`src/sv/srd_pkg.sv`:
```
// shared types, codes and constants of the stepper ramp reversing driver
`timescale 1ns / 1ps

package srd_pkg;

    localparam int unsigned PERIOD_W   = 16;
    localparam int unsigned SCALED_W   = 19;  // p*6 of a 16-bit period
    localparam int unsigned RECIP_W    = 19;
    localparam int unsigned RECIP_SH   = 21;
    localparam int unsigned QUOT_W     = 17;  // floor(p*6/5) of a 16-bit period

    // reciprocals ceil(2^21/6) and ceil(2^21/5), exact for dividends below 2^19
    localparam logic [RECIP_W-1:0] RECIP_DIV6 = 19'd349526;
    localparam logic [RECIP_W-1:0] RECIP_DIV5 = 19'd419431;

    localparam logic [PERIOD_W-1:0] SLOW_PERIOD_RST = 16'd1000;
    localparam logic [PERIOD_W-1:0] FAST_PERIOD_RST = 16'd20;
    localparam logic [PERIOD_W-1:0] TICK_MAX        = 16'hFFFF;

    localparam int unsigned CFG_ADDR_W = 1;
    localparam logic [CFG_ADDR_W-1:0] CFG_SLOW_PERIOD = 1'd0;
    localparam logic [CFG_ADDR_W-1:0] CFG_FAST_PERIOD = 1'd1;

    typedef enum logic [1:0] {
        MODE_STOPPED = 2'd0,
        MODE_CW      = 2'd1,
        MODE_CCW     = 2'd2
    } mode_t;

    typedef enum logic {
        ACT_TICK   = 1'b0,
        ACT_BUTTON = 1'b1
    } action_t;

    typedef struct packed {
        action_t action;
        logic    gate_pin;
    } item_t;

    typedef struct packed {
        logic                slowing;
        logic                reverse;
        logic [PERIOD_W-1:0] period;
    } ramp_res_t;

    typedef struct packed {
        logic       slowing;
        logic [1:0] run_mode;
        logic       stepped;
        logic [3:0] coil_drive;
    } result_t;

    function automatic logic [3:0] phase_pattern(input logic [1:0] idx);
        logic [3:0] pat;
        unique case (idx)
            2'd0: pat = 4'b0101;
            2'd1: pat = 4'b0110;
            2'd2: pat = 4'b1010;
            2'd3: pat = 4'b1001;
            default: pat = 4'b0101;
        endcase
        return pat;
    endfunction

endpackage

```
`src/sv/srd_ramp.sv`:
```
// period ramp: scale by 5/6 or 6/5 and clamp to the fast and slow limits
`timescale 1ns / 1ps

module srd_ramp (
    input  logic [srd_pkg::PERIOD_W-1:0] period,
    input  logic                         slowing,
    input  logic [srd_pkg::PERIOD_W-1:0] slow_period,
    input  logic [srd_pkg::PERIOD_W-1:0] fast_period,
    output srd_pkg::ramp_res_t           ramp
);
    import srd_pkg::*;

    logic [SCALED_W-1:0]         scaled;
    logic [RECIP_W-1:0]          recip;
    logic [SCALED_W+RECIP_W-1:0] product;
    logic [QUOT_W-1:0]           quot;
    logic [QUOT_W-1:0]           clamped;
    logic                        slow_fast;

    // p*5 when speeding up, p*6 when slowing, then divide by 6 or 5
    assign scaled = slowing
        ? ({1'b0, period, 2'b00} + {2'b00, period, 1'b0})
        : ({1'b0, period, 2'b00} + {3'b000, period});
    assign recip   = slowing ? RECIP_DIV5 : RECIP_DIV6;
    assign product = {{RECIP_W{1'b0}}, scaled} * {{SCALED_W{1'b0}}, recip};
    assign quot    = product[RECIP_SH +: QUOT_W];

    always_comb begin
        clamped   = quot;
        slow_fast = slowing;
        ramp.reverse = 1'b0;
        if (clamped <= {1'b0, fast_period}) begin
            clamped   = {1'b0, fast_period};
            slow_fast = 1'b1;
        end
        if (clamped > {1'b0, slow_period}) begin
            clamped      = {1'b0, slow_period};
            slow_fast    = 1'b0;
            ramp.reverse = 1'b1;
        end
        ramp.period  = clamped[PERIOD_W-1:0];
        ramp.slowing = slow_fast;
    end

endmodule

```
`src/sv/srd_core.sv`:
```
// motor state registers and the per-transaction update of tick count, ramp and phase
`timescale 1ns / 1ps

module srd_core (
    input  logic                         aclk,
    input  logic                         aresetn,
    input  logic                         item_en,
    input  srd_pkg::item_t               item,
    input  logic [srd_pkg::PERIOD_W-1:0] slow_period,
    input  logic [srd_pkg::PERIOD_W-1:0] fast_period,
    output srd_pkg::result_t             result
);
    import srd_pkg::*;

    logic [PERIOD_W-1:0] tick_count_reg, tick_count_next;
    logic [PERIOD_W-1:0] step_period_reg, step_period_next;
    logic [1:0]          phase_reg, phase_next;
    mode_t               mode_reg, mode_next;
    logic                slowing_reg, slowing_next;
    logic [3:0]          coil_reg, coil_next;
    logic                stepped;
    ramp_res_t           ramp;

    srd_ramp u_ramp (
        .period      (step_period_reg),
        .slowing     (slowing_reg),
        .slow_period (slow_period),
        .fast_period (fast_period),
        .ramp        (ramp)
    );

    always_comb begin
        logic [PERIOD_W-1:0] tick_inc;
        mode_t               mode_run;
        tick_inc         = (tick_count_reg == TICK_MAX) ? tick_count_reg
                                                        : tick_count_reg + 1'b1;
        tick_count_next  = tick_count_reg;
        step_period_next = step_period_reg;
        phase_next       = phase_reg;
        mode_next        = mode_reg;
        slowing_next     = slowing_reg;
        coil_next        = coil_reg;
        stepped          = 1'b0;
        mode_run         = mode_reg;
        unique case (item.action)
            ACT_TICK: begin
                tick_count_next = tick_inc;
                if (tick_inc >= step_period_reg) begin
                    tick_count_next = '0;
                    if (mode_reg != MODE_STOPPED) begin
                        step_period_next = ramp.period;
                        slowing_next     = ramp.slowing;
                        if (ramp.reverse) begin
                            mode_run = (mode_reg == MODE_CW) ? MODE_CCW : MODE_CW;
                        end
                    end
                    mode_next = mode_run;
                    if (mode_run == MODE_CW || mode_run == MODE_CCW) begin
                        coil_next  = phase_pattern(phase_reg);
                        phase_next = (mode_run == MODE_CW) ? phase_reg + 2'd1
                                                           : phase_reg - 2'd1;
                        stepped    = 1'b1;
                    end
                end
            end
            ACT_BUTTON: begin
                if (!item.gate_pin) begin
                    if (mode_reg == MODE_STOPPED) begin
                        mode_next = MODE_CW;
                    end else begin
                        mode_next        = MODE_STOPPED;
                        slowing_next     = 1'b0;
                        step_period_next = slow_period;
                    end
                end
            end
            default: ;
        endcase
    end

    assign result.coil_drive = coil_next;
    assign result.stepped    = stepped;
    assign result.run_mode   = mode_next;
    assign result.slowing    = slowing_next;

    always_ff @(posedge aclk) begin
        if (!aresetn) begin
            tick_count_reg  <= '0;
            step_period_reg <= SLOW_PERIOD_RST;
            phase_reg       <= '0;
            mode_reg        <= MODE_STOPPED;
            slowing_reg     <= 1'b0;
            coil_reg        <= '0;
        end else if (item_en) begin
            tick_count_reg  <= tick_count_next;
            step_period_reg <= step_period_next;
            phase_reg       <= phase_next;
            mode_reg        <= mode_next;
            slowing_reg     <= slowing_next;
            coil_reg        <= coil_next;
        end
    end

endmodule

```
`src/sv/stepper_ramp_reversing_driver.sv`:
```
// top level of the stepper ramp reversing driver: stream ports, config registers, result register
`timescale 1ns / 1ps

// Full-step driver for a four-coil stepper. Each input transaction is a timer tick
// (s_tuser = 0) or a start/stop button event (s_tuser = 1, acting only while the gate
// pin in s_tdata[0] is low). Ticks are counted; when the count reaches the step period
// the period of a running motor ramps (x5/6 speeding up, x6/5 slowing, clamped to
// fast_period and slow_period, reversing direction at the slow end) and it takes one
// step. Every input transaction gives exactly one result transaction. One transaction
// is accepted per clock unless the result stream stalls: the state update (tick
// compare, one constant-reciprocal multiply for the ramp, clamp and phase step) is
// combinational and the result is registered. The result register lets a new input in
// while the previous result is being taken. Config registers are written through
// cfg_wr_en / cfg_addr / cfg_wr_data while the block is idle (the user's duty, not
// enforced); a new slow_period reaches the step period only on a stop or a clamp.

module stepper_ramp_reversing_driver (
    input  logic                             aclk,
    input  logic                             aresetn,
    // input stream
    input  logic                             s_tvalid,
    output logic                             s_tready,
    input  logic [7:0]                       s_tdata,   // [0] gate_pin, [7:1] zero
    input  logic [0:0]                       s_tuser,   // [0] action
    // result stream
    output logic                             m_tvalid,
    input  logic                             m_tready,
    output logic [7:0]                       m_tdata,   // [3:0] coil_drive, [4] stepped,
                                                        // [6:5] run_mode, [7] slowing
    // config write port
    input  logic                             cfg_wr_en,
    input  logic [srd_pkg::CFG_ADDR_W-1:0]   cfg_addr,
    input  logic [srd_pkg::PERIOD_W-1:0]     cfg_wr_data
);
    import srd_pkg::*;

    logic [PERIOD_W-1:0] slow_period_reg;
    logic [PERIOD_W-1:0] fast_period_reg;
    logic                m_valid_reg, m_valid_next;
    result_t             m_data_reg;
    result_t             result;
    item_t               item;
    logic                accept;

    // take a new transaction whenever the result register is free or draining
    assign s_tready = !m_valid_reg || m_tready;
    assign accept   = s_tvalid && s_tready;

    assign item.action   = action_t'(s_tuser[0]);
    assign item.gate_pin = s_tdata[0];

    // config registers
    always_ff @(posedge aclk) begin
        if (!aresetn) begin
            slow_period_reg <= SLOW_PERIOD_RST;
            fast_period_reg <= FAST_PERIOD_RST;
        end else if (cfg_wr_en) begin
            unique case (cfg_addr)
                CFG_SLOW_PERIOD: slow_period_reg <= cfg_wr_data;
                CFG_FAST_PERIOD: fast_period_reg <= cfg_wr_data;
                default: ;
            endcase
        end
    end

    // motor state and per-transaction update
    srd_core u_core (
        .aclk        (aclk),
        .aresetn     (aresetn),
        .item_en     (accept),
        .item        (item),
        .slow_period (slow_period_reg),
        .fast_period (fast_period_reg),
        .result      (result)
    );

    // result register
    always_comb begin
        if (accept) begin
            m_valid_next = 1'b1;
        end else if (m_tready) begin
            m_valid_next = 1'b0;
        end else begin
            m_valid_next = m_valid_reg;
        end
    end

    always_ff @(posedge aclk) begin
        if (!aresetn) begin
            m_valid_reg <= 1'b0;
        end else begin
            m_valid_reg <= m_valid_next;
        end
    end

    always_ff @(posedge aclk) begin
        if (accept) begin
            m_data_reg <= result;
        end
    end

    assign m_tvalid = m_valid_reg;
    assign m_tdata  = m_data_reg;

`ifndef SYNTHESIS
    // an accepted transaction always shows up in the result register next cycle
    a_accept_loads: assert property (@(posedge aclk) disable iff (!aresetn)
        accept |=> m_valid_reg)
        else $error("accepted transaction did not reach the result register");

    // a button event never produces a step
    a_button_no_step: assert property (@(posedge aclk) disable iff (!aresetn)
        (accept && s_tuser[0]) |=> !m_data_reg.stepped)
        else $error("button event reported a step");

    // a step is only reported while the motor runs
    a_step_running: assert property (@(posedge aclk) disable iff (!aresetn)
        (m_valid_reg && m_data_reg.stepped) |->
            (m_data_reg.run_mode == MODE_CW || m_data_reg.run_mode == MODE_CCW))
        else $error("step reported with the motor stopped");

    // without a step the coil pattern holds across consecutive transactions
    a_coil_hold: assert property (@(posedge aclk) disable iff (!aresetn)
        (accept && $past(accept) && !result.stepped && $past(aresetn)) |=>
            (m_data_reg.coil_drive == $past(m_data_reg.coil_drive)))
        else $error("coil pattern changed without a step");
`endif

endmodule
```
`config.mk`:
```
export PLATFORM = sky130hd
export DESIGN_NAME = stepper_ramp_reversing_driver
export DESIGN_NICKNAME = d
export VERILOG_FILES = /design/src/sv/srd_pkg.sv /design/src/sv/srd_ramp.sv /design/src/sv/srd_core.sv /design/src/sv/stepper_ramp_reversing_driver.sv
export SDC_FILE = /design/constraint.sdc
export NUM_CORES = 1
export LEC_CHECK = 0
export BUFFER_PORTS_ARGS = -buffer_cell sky130_fd_sc_hd__clkbuf_2
export CORE_MARGIN = 2
export CORE_UTILIZATION = 40
export DETAILED_ROUTE_END_ITERATION = 10
export GPL_ROUTABILITY_DRIVEN = 0
export SYNTH_ARGS = -nofsm -noshare
export SYNTH_HDL_FRONTEND = slang
export SYNTH_SLANG_ARGS = --single-unit
```
`constraint.sdc`:
```
create_clock -name aclk -period 18.3 [get_ports aclk]
set_input_delay 3.66 -clock aclk [delete_from_list [all_inputs] [get_ports aclk]]
set_output_delay 3.66 -clock aclk [all_outputs]
set_load 0.02 [all_outputs]
```
==> results.cfg <==
[logic_synthesis]
synth_area_per_cell_um2 = 8.641
ys.flop_type = dfxtp_1
syn_inst = 1627
synth_most_common_cell = inv_1
synthDistinctLibCells = 71
synth.top_cell.area_share_pct = 25.06
ys_seq_area_share_pct = 12.25
syn_area_mm2 = 0.01406
synth.area.top_cells = fa_1 (25%), ha_1 (22%), dfxtp_1 (11%)
ys_seq_elements = 82
synth_warnings = 0
synth_commonest_cells = inv_1 (385), ha_1 (246), fa_1 (176)
synth_edf_count = 8
synthArstFlopShare_pct = 0
synth_top_area_cell = fa_1

[setup_path]
worstSetupStartpointType = flop
critical_path_class = flop to flop
critPathCaptureType = flop
crit_family = adder cells
cp_max_fo = 76
cpMostUsedCell = ha_1
r2r-end = u_core.coil_reg[1]
r2r_cells = 49
slowest_stage = nor3_1
path_buf_inv = 7
slowest_delay_ns = 0.74
r2r_slack_ns = 3.33
r2r_start = u_core.slowing_reg
crit_arrival_ns = 15.19
required_ns = 18.52

[timing]
hold_ws_ns = 0.4773
maxSlewViolCount = 0
finalSetupTns_ns = 0
fin_crit_sh_pct = 81.79
rsz0062_at_grt = false
post-route-min-period_ns = 14.97
skew_ns = 0.01435
worst_slew_pin_slew_ns = 1.192
slew_headroom_pct = 20.21
setup_viol = 0
worst_slack_ns = 3.332
max_clock_freq_mhz = 66.81
hold_viol = 0

[drt]
drc = 0
dr.pass1.iters = 5
vias = 10630
drt_wl_total_um = 33850
wl_per_cell_um = 16.09
ant_nets = 0
drt-vias-per-instance = 5.050
dr.first_iter.drc_count = 567

[hold_path]
hp-class = flop to flop
min-delay-start = fast_period_reg[13]
min_to = fast_period_reg[13]
min_path_cells = 2

[finish]
syn2layout_area_growth_pct = 6.773
post-route-util_pct = 43.45
antenna_cells_inserted = 0
nNetsFinal = 2097
nFillCells = 3500
final_cell_area_mm2 = 0.01501
layout-drive-gt1-share_pct = 6.246
stdcell_count = 2104

[floorplan]
die_x_um = 191.5
ios = 41
start_util_pct = 40.70
fp.coreArea_mm2 = 0.03454
die_h_um = 191.5
die-area_mm2 = 0.03666
fp-row-count = 68

[placed_design]
place_ws_ns = 3.362
hpwlAfterDp_um = 29340
dp_cells = 2088
placed_cell_area_mm2 = 0.01471
io_buffers = 33

[global_route]
track_usage_pct = 19.66
grt_pass1_wl_um = 56700
grt_max_degree = 77
grt_pass1_vias = 10960
antenna_found_initial = 0
grt_overflow_total = 0

[clock_network]
cts_root_buf = clkbuf_16
cts_tree = yes
post_cts_buffers = 0
insertion_delay_ns = 0.35
ctsHoldBuffers = 0
cts_resized = 0
clk_pin_slew_ns = 0.07
cts_buffers = 9
cts_max_level = 3
clk_path_buf_depth = 2
cts.sinks = 82

[power_and_ir_drop]
combPwrFrac_pct = 64.3
p_sw_mw = 0.4989
switching_share_pct = 47.60
internal_power_mw = 0.5491
power_leakage_nw = 7.885
p_clk_share_pct = 17.5
max-vdd-ir-drop_v = 0.00006237
powerDensity_mw_per_mm2 = 69.81
p_total_mw = 1.048
pwr-share-seq_pct = 18.2

[outcome]
status = completed

[run]
drv_cap = 0
## power groups by stage
| stage | Clock, mW | Sequential [mW] | Combinational (mW) |
|---|---|---|---|
| 3_3_place_gp | 0 | 0.195 | 0.655 |
| 4_1_cts | 0.188 | 0.191 | 0.670 |
| 2_1_floorplan | 0 | 0.194 | 0.494 |
| 3_5_place_dp | 0 | 0.195 | 0.664 |
| 5_1_grt | 0.194 | 0.192 | 0.759 |
| 6_report | 0.183 | 0.191 | 0.674 |
## layout make-up
class	instances	area, µm²	share of cell area (%)
clock buffer	9	225.2	1.500
clock inverter	7	76.32	0.5085
inverter	386	1449	9.652
multi-input combinational	1122	10730	71.47
sequential	82	1723	11.48
tap	455	569.3	3.793
timing repair buffer	43	240.2	1.600
## cells by family (layout without fill, tap and decap cells)
kind of cell | after synthesis | after routing | synth area share, %
buffers and inverters | 428 | 445 | 11.58
and+or+nand+nor | 354 | 354 | 11.51
DFF | 82 | 82 | 12.25
other | 2 | 7 | 0.05342
xor gates and xnor gates | 45 | 45 | 2.804
AOI/OAI and AO/OA | 273 | 273 | 13.05
muxes | 21 | 21 | 1.807
adders and majority gates | 422 | 422 | 46.96
## routing by layer
metal | vias up | track usage, % | part of all wire (%)
met3 | 48 | 2.258 | 3.6
met2 | 214 | 32.78 | 47
met5 | - | 0 | 0
met1 | 5070 | 27.08 | 47
met4 | 0 | 4.911 | 2.5
li1 | 5294 | - | -
## worst max-delay path by stage
stage | cells after the start | startpoint | slack, ns | endpoint
3_3_place_gp | 49 | u_core.slowing_reg | 3.58 | u_core.coil_reg[1]
6_report | 49 | u_core.slowing_reg | 3.33 | u_core.coil_reg[1]
2_1_floorplan | 54 | u_core.slowing_reg | 5.17 | u_core.coil_reg[1]
3_5_place_dp | 49 | u_core.slowing_reg | 3.36 | u_core.coil_reg[1]
4_1_cts | 49 | u_core.slowing_reg | 3.35 | u_core.coil_reg[1]
5_1_grt | 52 | u_core.slowing_reg | 2.25 | u_core.coil_reg[2]
## cell usage in the layout (no fill, tap or decap), types with 5 or more instances in the layout
| master | synthesis | layout |
|---|---|---|
| a211oi_1 | 8 | 8 |
| a21o_1 | 18 | 18 |
| a21oi_1 | 81 | 81 |
| a22oi_1 | 13 | 13 |
| a31oi_1 | 5 | 5 |
| and2_1 | 11 | 11 |
| and3_1 | 6 | 6 |
| and4_1 | 6 | 6 |
| buf_4 | 1 | 10 |
| clkbuf_16 | 0 | 9 |
| clkbuf_2 | 0 | 33 |
| conb_1 | 2 | 7 |
| dfxtp_1 | 74 | 73 |
| edfxtp_1 | 8 | 8 |
| fa_1 | 176 | 176 |
| ha_1 | 246 | 246 |
| inv_1 | 385 | 385 |
| mux2_2 | 9 | 9 |
| mux2_4 | 6 | 6 |
| nand2_1 | 140 | 140 |
| nand2b_1 | 12 | 12 |
| nand3_1 | 19 | 19 |
| nand4_1 | 13 | 13 |
| nor2_1 | 95 | 95 |
| nor2b_1 | 15 | 15 |
| nor3_1 | 16 | 16 |
| o211ai_1 | 14 | 14 |
| o21a_1 | 11 | 11 |
| o21ai_0 | 48 | 48 |
| o21ai_1 | 10 | 10 |
| o21bai_1 | 5 | 5 |
| o221a_1 | 6 | 6 |
| o22ai_1 | 10 | 10 |
| or2_2 | 8 | 8 |
| xnor2_1 | 32 | 32 |
| xor2_1 | 13 | 13 |
## worst reg2reg max path, delay by kind of cell (launching register included)
family / cells / cell delay, ns
AND/OR/NAND/NOR: 11 / 3.20
XOR/XNOR: 1 / 0.73
flip-flops: 1 / 0.35
multiplexers: 3 / 0.96
adder cells (fa/ha/maj): 11 / 4.47
AO/OA/AOI/OAI: 16 / 3.88
buffers and inverters: 7 / 1.25
Note: power is estimated with default switching activity, not from simulation.
